$ cat config.mk
export PLATFORM = sky130hd
export DESIGN_NAME = internet_checksum_pseudo_header_top
export DESIGN_NICKNAME = d
export VERILOG_FILES = /design/src/design/ichk_pkg.sv /design/src/design/ichk_lane.sv /design/src/design/ichk_merge.sv /design/src/design/internet_checksum_pseudo_header_top.sv
export VERILOG_INCLUDE_DIRS = /design/src /design/src/design
export SDC_FILE = /design/constraint.sdc
export NUM_CORES = 1
export LEC_CHECK = 0
export BUFFER_PORTS_ARGS = -buffer_cell sky130_fd_sc_hd__buf_2
export CAP_MARGIN = 20
export CORE_ASPECT_RATIO = 0.6
export CORE_UTILIZATION = 58
export DETAILED_ROUTE_END_ITERATION = 12
export PLACE_DENSITY = 0.84
export SKIP_CTS_REPAIR_TIMING = 1
export SYNTH_ARGS = -nofsm -noshare
export SYNTH_HDL_FRONTEND = slang
export SYNTH_SLANG_ARGS = --single-unit
export TNS_END_PERCENT = 30
$ cat constraint.sdc
create_clock -name aclk -period 10.6 [get_ports aclk]
set_input_delay 1.06 -clock aclk [delete_from_list [all_inputs] [get_ports aclk]]
set_output_delay 1.06 -clock aclk [all_outputs]
set_load 0.05 [all_outputs]
$ cat src/design/internet_checksum_pseudo_header_top_macros.svh
// ----------------------------------------------------------------------------
// Checksum engine assertion macros
// Shared concurrent assertion forms, clocked on aclk and quiet during reset.
// ----------------------------------------------------------------------------
`ifndef INTERNET_CHECKSUM_PSEUDO_HEADER_TOP_MACROS_SVH
`define INTERNET_CHECKSUM_PSEUDO_HEADER_TOP_MACROS_SVH

// Consequent must hold in the same cycle as the antecedent
`define ICHK_ASSERT_SAME(lbl, ante, cons) \
    lbl: assert property (@(posedge aclk) disable iff (!aresetn) (ante) |-> (cons)) \
        else $error("checksum engine assertion failed");

// Consequent must hold in the cycle after the antecedent
`define ICHK_ASSERT_NEXT(lbl, ante, cons) \
    lbl: assert property (@(posedge aclk) disable iff (!aresetn) (ante) |=> (cons)) \
        else $error("checksum engine assertion failed");

`endif

$ cat src/design/ichk_pkg.sv
// ----------------------------------------------------------------------------
// Checksum engine package
// Shared constants, types and ones' complement helpers.
// ----------------------------------------------------------------------------
`default_nettype none

package ichk_pkg;

    // Payload bytes carried by one chunk
    localparam int CHUNK_BYTES = 8;

    // Field widths
    localparam int FUNC_W     = 2;
    localparam int ADDR_W     = 64;
    localparam int PROTO_W    = 8;
    localparam int LEN_W      = 32;
    localparam int PAYLOAD_W  = 64;
    localparam int COUNT_W    = 4;
    localparam int WORD_W     = 16;

    // Stream data widths (input padded to whole bytes)
    localparam int S_FIELDS_W = 4 * ADDR_W + PROTO_W + LEN_W + PAYLOAD_W + COUNT_W;
    localparam int S_TDATA_W  = ((S_FIELDS_W + 7) / 8) * 8;
    localparam int M_TDATA_W  = WORD_W;

    // Lanes: four 64-bit groups plus one group for length and protocol
    localparam int LANES       = 5;
    localparam int GROUP_W     = 64;
    localparam int GROUP_WORDS = GROUP_W / WORD_W;
    localparam int LANE_SUM_W  = WORD_W + $clog2(GROUP_WORDS);
    localparam int TOTAL_W     = WORD_W + $clog2(LANES * GROUP_WORDS);

    // Item kind carried on tuser
    typedef enum logic [FUNC_W-1:0] {
        FUNC_PAYLOAD = 2'd0,
        FUNC_IPV4    = 2'd1,
        FUNC_IPV6    = 2'd2,
        FUNC_NONE    = 2'd3
    } ichk_func_t;

    // Per-stage control carried alongside the data
    typedef struct packed {
        logic valid;
        logic last;
    } ichk_ctl_t;

    // Fold one end-around carry into a 16-bit word
    function automatic logic [WORD_W-1:0] oc_fold17(input logic [WORD_W:0] s);
        return s[WORD_W-1:0] + {{(WORD_W-1){1'b0}}, s[WORD_W]};
    endfunction

endpackage

`default_nettype wire

$ cat src/design/ichk_lane.sv
// ----------------------------------------------------------------------------
// Checksum lane
// Adds the four 16-bit words of one 64-bit group and registers the sum.
// ----------------------------------------------------------------------------
`default_nettype none

module ichk_lane (
    input  wire logic                            aclk,
    input  wire logic                            en,
    input  wire logic [ichk_pkg::GROUP_W-1:0]    group_in,
    output logic      [ichk_pkg::LANE_SUM_W-1:0] sum_out
);
    import ichk_pkg::*;

    logic [LANE_SUM_W-1:0] sum_next;
    logic [LANE_SUM_W-1:0] sum_reg;

    // Add the words of the group
    always_comb begin
        sum_next = '0;
        for (int k = 0; k < GROUP_WORDS; k++) begin
            sum_next = sum_next + LANE_SUM_W'(group_in[k*WORD_W +: WORD_W]);
        end
    end

    // Hold while the pipeline is stalled
    always_ff @(posedge aclk) begin
        if (en) begin
            sum_reg <= sum_next;
        end
    end

    assign sum_out = sum_reg;

endmodule

`default_nettype wire

$ cat src/design/ichk_merge.sv
// ----------------------------------------------------------------------------
// Checksum lane merge
// Adds the lane sums and folds the total to one ones' complement word.
// ----------------------------------------------------------------------------
`default_nettype none

module ichk_merge (
    input  wire logic                            aclk,
    input  wire logic                            aresetn,
    input  wire logic                            en,
    input  wire ichk_pkg::ichk_ctl_t             ctl_in,
    input  wire logic [ichk_pkg::LANE_SUM_W-1:0] lane_sum [ichk_pkg::LANES],
    output ichk_pkg::ichk_ctl_t                  ctl_out,
    output logic      [ichk_pkg::WORD_W-1:0]     word_out
);
    import ichk_pkg::*;

    logic [TOTAL_W-1:0] total;
    logic [WORD_W:0]    fold1;
    logic [WORD_W-1:0]  word_next;
    logic [WORD_W-1:0]  word_reg;
    ichk_ctl_t          ctl_reg;

    // Sum the lanes, then fold the high bits back twice
    always_comb begin
        total = '0;
        for (int l = 0; l < LANES; l++) begin
            total = total + TOTAL_W'(lane_sum[l]);
        end
        fold1 = {1'b0, total[WORD_W-1:0]}
              + (WORD_W+1)'(total[TOTAL_W-1:WORD_W]);
        word_next = oc_fold17(fold1);
    end

    // Control register
    always_ff @(posedge aclk) begin
        if (!aresetn) begin
            ctl_reg <= '0;
        end else if (en) begin
            ctl_reg <= ctl_in;
        end
    end

    // Item word register
    always_ff @(posedge aclk) begin
        if (en) begin
            word_reg <= word_next;
        end
    end

    assign ctl_out  = ctl_reg;
    assign word_out = word_reg;

endmodule

`default_nettype wire

$ cat src/design/internet_checksum_pseudo_header_top.sv
// ----------------------------------------------------------------------------
// Internet checksum engine with pseudo-header support
// Running ones' complement checksum over payload and IPv4/IPv6 pseudo-headers.
// ----------------------------------------------------------------------------
// Usage:
//   Slave channel: one transaction per item. s_tuser selects payload chunk,
//   IPv4 pseudo-header or IPv6 pseudo-header; s_tlast ends the packet.
//   Master channel: one transaction per packet carrying the checksum,
//   produced only for items that carry s_tlast.
//   Throughput: one item per cycle unless stalled. Five lanes each add four
//   words, a merge stage folds the lane sums, and a single end-around adder
//   accumulates. Result path: the last item passes the lane register, the
//   merge register and the output register before m_tvalid rises.
//   Reset: clears the pipeline valid bits, the output valid and the running
//   sum; the first packet starts from zero.
//   Stall: while m_tvalid is high and m_tready low, the whole pipeline
//   holds and s_tready drops; payload already accepted is not lost.
// ----------------------------------------------------------------------------
`default_nettype none
`include "internet_checksum_pseudo_header_top_macros.svh"

module internet_checksum_pseudo_header_top (
    input  wire logic                           aclk,
    input  wire logic                           aresetn,
    // s_tdata: src_high, src_low, dst_high, dst_low, protocol, length,
    //          payload, byte_count, zero pad
    input  wire logic [ichk_pkg::S_TDATA_W-1:0] s_tdata,
    // s_tuser: func
    input  wire logic [ichk_pkg::FUNC_W-1:0]    s_tuser,
    input  wire logic                           s_tlast,
    input  wire logic                           s_tvalid,
    output logic                                s_tready,
    // m_tdata: checksum
    output logic      [ichk_pkg::M_TDATA_W-1:0] m_tdata,
    output logic                                m_tvalid,
    input  wire logic                           m_tready
);
    import ichk_pkg::*;

    logic [ADDR_W-1:0]    src_high;
    logic [ADDR_W-1:0]    src_low;
    logic [ADDR_W-1:0]    dst_high;
    logic [ADDR_W-1:0]    dst_low;
    logic [PROTO_W-1:0]   protocol;
    logic [LEN_W-1:0]     length;
    logic [PAYLOAD_W-1:0] payload;
    logic [COUNT_W-1:0]   byte_count;
    logic [COUNT_W-1:0]   eff_count;
    logic [PAYLOAD_W-1:0] kept;
    logic [WORD_W-1:0]    proto_word;

    logic [GROUP_W-1:0]    lane_grp [LANES];
    logic [LANE_SUM_W-1:0] lane_sum [LANES];

    logic               en;
    ichk_ctl_t          s1_ctl_reg;
    ichk_ctl_t          s2_ctl;
    logic [WORD_W-1:0]  s2_word;
    logic [WORD_W-1:0]  acc_reg;
    logic [WORD_W-1:0]  acc_sum;
    logic               m_tvalid_reg;
    logic [WORD_W-1:0]  m_tdata_reg;

    // Unpack the transaction
    assign src_high   = s_tdata[0*ADDR_W +: ADDR_W];
    assign src_low    = s_tdata[1*ADDR_W +: ADDR_W];
    assign dst_high   = s_tdata[2*ADDR_W +: ADDR_W];
    assign dst_low    = s_tdata[3*ADDR_W +: ADDR_W];
    assign protocol   = s_tdata[4*ADDR_W +: PROTO_W];
    assign length     = s_tdata[4*ADDR_W+PROTO_W +: LEN_W];
    assign payload    = s_tdata[4*ADDR_W+PROTO_W+LEN_W +: PAYLOAD_W];
    assign byte_count = s_tdata[4*ADDR_W+PROTO_W+LEN_W+PAYLOAD_W +: COUNT_W];
    assign proto_word = {{(WORD_W-PROTO_W){1'b0}}, protocol};

    // Advance the whole pipeline unless a result is waiting on the receiver
    assign en       = !m_tvalid_reg || m_tready;
    assign s_tready = en;

    // Keep only the valid payload bytes, first byte in the top bits
    always_comb begin
        eff_count = (byte_count > COUNT_W'(CHUNK_BYTES)) ? COUNT_W'(CHUNK_BYTES)
                                                         : byte_count;
        kept = '0;
        for (int i = 0; i < PAYLOAD_W / 8; i++) begin
            if (COUNT_W'(i) < eff_count) begin
                kept[PAYLOAD_W-8-8*i +: 8] = payload[PAYLOAD_W-8-8*i +: 8];
            end
        end
    end

    // Route the item's words onto the lanes
    always_comb begin
        for (int l = 0; l < LANES; l++) begin
            lane_grp[l] = '0;
        end
        unique case (ichk_func_t'(s_tuser))
            FUNC_PAYLOAD: begin
                lane_grp[0] = kept;
            end
            FUNC_IPV4: begin
                lane_grp[0] = {src_low[31:0], dst_low[31:0]};
                lane_grp[4] = {{WORD_W{1'b0}}, length[WORD_W-1:0], proto_word,
                               {WORD_W{1'b0}}};
            end
            FUNC_IPV6: begin
                lane_grp[0] = src_high;
                lane_grp[1] = src_low;
                lane_grp[2] = dst_high;
                lane_grp[3] = dst_low;
                lane_grp[4] = {length[LEN_W-1:WORD_W], length[WORD_W-1:0], proto_word,
                               {WORD_W{1'b0}}};
            end
            FUNC_NONE: begin
                lane_grp[0] = '0;
            end
            default: begin
                lane_grp[0] = '0;
            end
        endcase
    end

    // Lane stage control
    always_ff @(posedge aclk) begin
        if (!aresetn) begin
            s1_ctl_reg <= '0;
        end else if (en) begin
            s1_ctl_reg <= '{valid: s_tvalid, last: s_tlast};
        end
    end

    // Lanes
    for (genvar g = 0; g < LANES; g++) begin : g_lane
        ichk_lane u_lane (
            .aclk     (aclk),
            .en       (en),
            .group_in (lane_grp[g]),
            .sum_out  (lane_sum[g])
        );
    end

    // Merge the lane sums
    ichk_merge u_merge (
        .aclk     (aclk),
        .aresetn  (aresetn),
        .en       (en),
        .ctl_in   (s1_ctl_reg),
        .lane_sum (lane_sum),
        .ctl_out  (s2_ctl),
        .word_out (s2_word)
    );

    // Accumulate with end-around carry
    assign acc_sum = oc_fold17({1'b0, acc_reg} + {1'b0, s2_word});

    // Running sum and output register
    always_ff @(posedge aclk) begin
        if (!aresetn) begin
            acc_reg      <= '0;
            m_tvalid_reg <= 1'b0;
        end else if (en) begin
            m_tvalid_reg <= s2_ctl.valid && s2_ctl.last;
            if (s2_ctl.valid) begin
                acc_reg <= s2_ctl.last ? '0 : acc_sum;
            end
        end
    end

    // Checksum payload
    always_ff @(posedge aclk) begin
        if (en && s2_ctl.valid && s2_ctl.last) begin
            m_tdata_reg <= ~acc_sum;
        end
    end

    assign m_tvalid = m_tvalid_reg;
    assign m_tdata  = m_tdata_reg;

    // Assertions
    `ICHK_ASSERT_NEXT(a_sum_cleared_after_last, en && s2_ctl.valid && s2_ctl.last, acc_reg == '0)
    `ICHK_ASSERT_NEXT(a_result_after_last, en && s2_ctl.valid && s2_ctl.last, m_tvalid)
    `ICHK_ASSERT_NEXT(a_stall_holds_pipe, !en, $stable(s1_ctl_reg) && $stable(s2_ctl) && $stable(acc_reg))
    `ICHK_ASSERT_SAME(a_ready_while_idle, !m_tvalid, s_tready)

endmodule

`default_nettype wire

==> metrics.txt <==
status=finished, final reports clean; Slowest cell on crit path=fa_1; clock-pin slew reported for the worst setup and hold paths after clock tree synthesis=70 ps; IO Pins=393; Warnings, synthesis=0; maximum number of pins on one net before global-route repair=104; critical path type=reg -> reg; Buffers on Ports=388; total of fill cells in the finished design=2,734; Clock H-tree levels=4; max cap viols=0; Worst Path Max Fanout=6; height of the chip=143.7 um; CTS sink count=143; transition time of the tightest slew-check pin=1018 ps; Period minus WS final=9763 ps; DR DRC count=0; Final Hold Viols=0; core region area=32,670 um2; Critical Path Most Common Cell=ha_1; async set-reset flop share out of synthesis=0%; layout cells sized above 1=17.89%; total routing resource utilization after global routing=32.49%; 1st-iter DRT viols=1,475; number of antenna violations at the first check in global routing=7; final number of setup-violating endpoints=0; via count of the first global-routing pass=16,620; weighted congestion at the end of routability-driven global placement=0.9948; TritonCTS clock tree=yes; Seq/Total Area, Yosys=21.03%; Post-synth top flop=edfxtp_1; total number of nets in the final design=3,327; startpoint type of the worst setup path=flop; Fmax achieved=102.4 MHz; critical path data required time=10,780 ps; iteration count of the initial detailed-routing pass=6; std cell rows=51; final cycle utilization of the critical path=92.10%; syn_area_per_cell=8.550 um2; final worst clock skew=10.68 ps; count of distinct cell types in the synthesized netlist=89; mapped cell area=19,420 um2; detailed-route via count=17,635; RSZ-0062 raised after global routing=no; flip-flop count of the largest register after layout=90; post-route setup TNS=0 ps; starting density of the core=59.43%; number of antenna-violating nets in the routed design=0; Slew Viols, Final=0; layout overhead on the synthesized area=14.72%; root buf cell=clkbuf_16; classification of the worst-slack hold path=reg -> reg; Die W=238.2 um; top library cells by usage in the layout, fill and taps aside=buf_2 (388), nand2_1 (268), inv_1 (245); clock buffer depth=2; half-perimeter wire length after detailed placement=47,840 um; clock latency reported for the late side of the worst-skew pair=430 ps; total global routing overflow=0; sort of element at the end of the critical path=flop; final WL=56,830 um; worst relative slew slack=32.14%; Syn Inst Count=2,271; setup slack of the worst register-to-register path=840 ps; critical path arrival=9940 ps; mean number of vias per cell=5.716; die area=34,240 um2; routed length per placed instance=18.42 um; Synth Register Bits=143; first-pass GRT wire length=86,280 um; most common cell after layout, fill and taps aside=buf_2; number of enable flip-flop cells after synthesis=122; biggest cell delay along the critical path=490 ps; number of buffers added by the clock tree synthesis step=17; net count of the mapped netlist=2,983
-- cells in the mapped netlist (5+ instances only) --
| cell | count | area share, % |
|---|---|---|
| or2_2 | 9 | 0.29 |
| o21ai_0 | 137 | 3.5 |
| a31oi_1 | 12 | 0.39 |
| nand2_1 | 268 | 5.2 |
| o211ai_1 | 5 | 0.19 |
| clkbuf_1 | 57 | 1.1 |
| nor3_1 | 45 | 1.2 |
| a211oi_1 | 27 | 1.0 |
| o21ai_1 | 7 | 0.18 |
| nor2_1 | 98 | 1.9 |
| and2_1 | 147 | 4.7 |
| xnor2_1 | 122 | 5.5 |
| nand2b_1 | 13 | 0.42 |
| a22oi_1 | 65 | 2.5 |
| inv_1 | 245 | 4.7 |
| o31ai_1 | 6 | 0.23 |
| or3_1 | 24 | 0.77 |
| dfxtp_1 | 21 | 2.2 |
| a211o_1 | 14 | 0.63 |
| nor4_1 | 5 | 0.16 |
| fa_1 | 120 | 12 |
| nor2b_1 | 34 | 1.1 |
| ha_1 | 217 | 14 |
| a21boi_0 | 13 | 0.50 |
| nand3_1 | 53 | 1.4 |
| xor2_1 | 51 | 2.3 |
| a21o_1 | 43 | 1.7 |
| and3_1 | 28 | 0.90 |
| nor3b_1 | 6 | 0.23 |
| o21bai_1 | 12 | 0.46 |
| nand4_1 | 10 | 0.32 |
| mux2i_1 | 5 | 0.26 |
| a21oi_1 | 112 | 2.9 |
| edfxtp_1 | 122 | 19 |
| o21a_1 | 26 | 1.0 |
-- critical path, delay by kind of cell (launching register included) --
kind | cells | cell delay, ps
flip-flops | 1 | 370
XOR/XNOR | 2 | 200
AO/OA/AOI/OAI | 18 | 4400
AND/OR/NAND/NOR | 7 | 1550
buffers and inverters | 4 | 230
adder cells (fa/ha/maj) | 9 | 2730
-- final timing paths --
check	from	to	cells past startpoint
worst min register to register	acc_reg[15]	acc_reg[15]	2
worst max-delay path	g_lane[0].u_lane.sum_out[0]	u_merge.word_out[12]	40
worst min-delay path	acc_reg[15]	acc_reg[15]	2
worst max register to register	g_lane[0].u_lane.sum_out[0]	u_merge.word_out[12]	40
-- area by class of cell --
type,instances,area (um2),share of cell area [%]
multi-input combinational,1815,14160,63.56
antenna,8,20.02,0.08987
inverter,245,919.6,4.129
clock inverter,9,55.05,0.2471
sequential,143,4084,18.33
tap,450,563.0,2.528
clock buffer,22,496.7,2.230
timing repair buffer,393,1979,8.886
-- through the flow --
| step | area (um2) | std cells | worst slack (ps) | utilization (%) | hold slack, ps |
|---|---|---|---|---|---|
| 2_1_floorplan | 19420 | 2271 | 1975 | - | 456.6 |
| 3_3_place_gp | 21680 | 3046 | 1014 | 66.37 | 466.7 |
| 4_1_cts | 22240 | 3077 | 603.2 | 68.06 | 511.9 |
| 3_5_place_dp | 21680 | 3046 | 638.3 | 66.37 | 503.1 |
| 5_1_grt | 22270 | 3084 | 48.25 | 68.17 | 544.5 |
| 6_report | 22280 | 3085 | 836.9 | 68.18 | 511.1 |
-- routing by layer --
layer | GRT usage (%) | routed length [um] | up-vias
li1 | - | - | 8575
met1 | 44.10 | 25180 | 8319
met2 | 53.18 | 26120 | 662
met3 | 6.089 | 4282 | 79
met4 | 8.941 | 1248 | 0
met5 | 0 | 0 | -
-- kinds of logic after synthesis --
group | synth area share (%)
and+or+nand+nor | 19.74
AOI/OAI and AO/OA | 18.20
adders and majority gates | 26.41
buffers and inverters | 6.283
xor gates and xnor gates | 8.087
DFF | 21.03
muxes | 0.2578
Power is not shown: default switching activity piles up to over one toggle a cycle in this logic, so the estimate is an artifact.
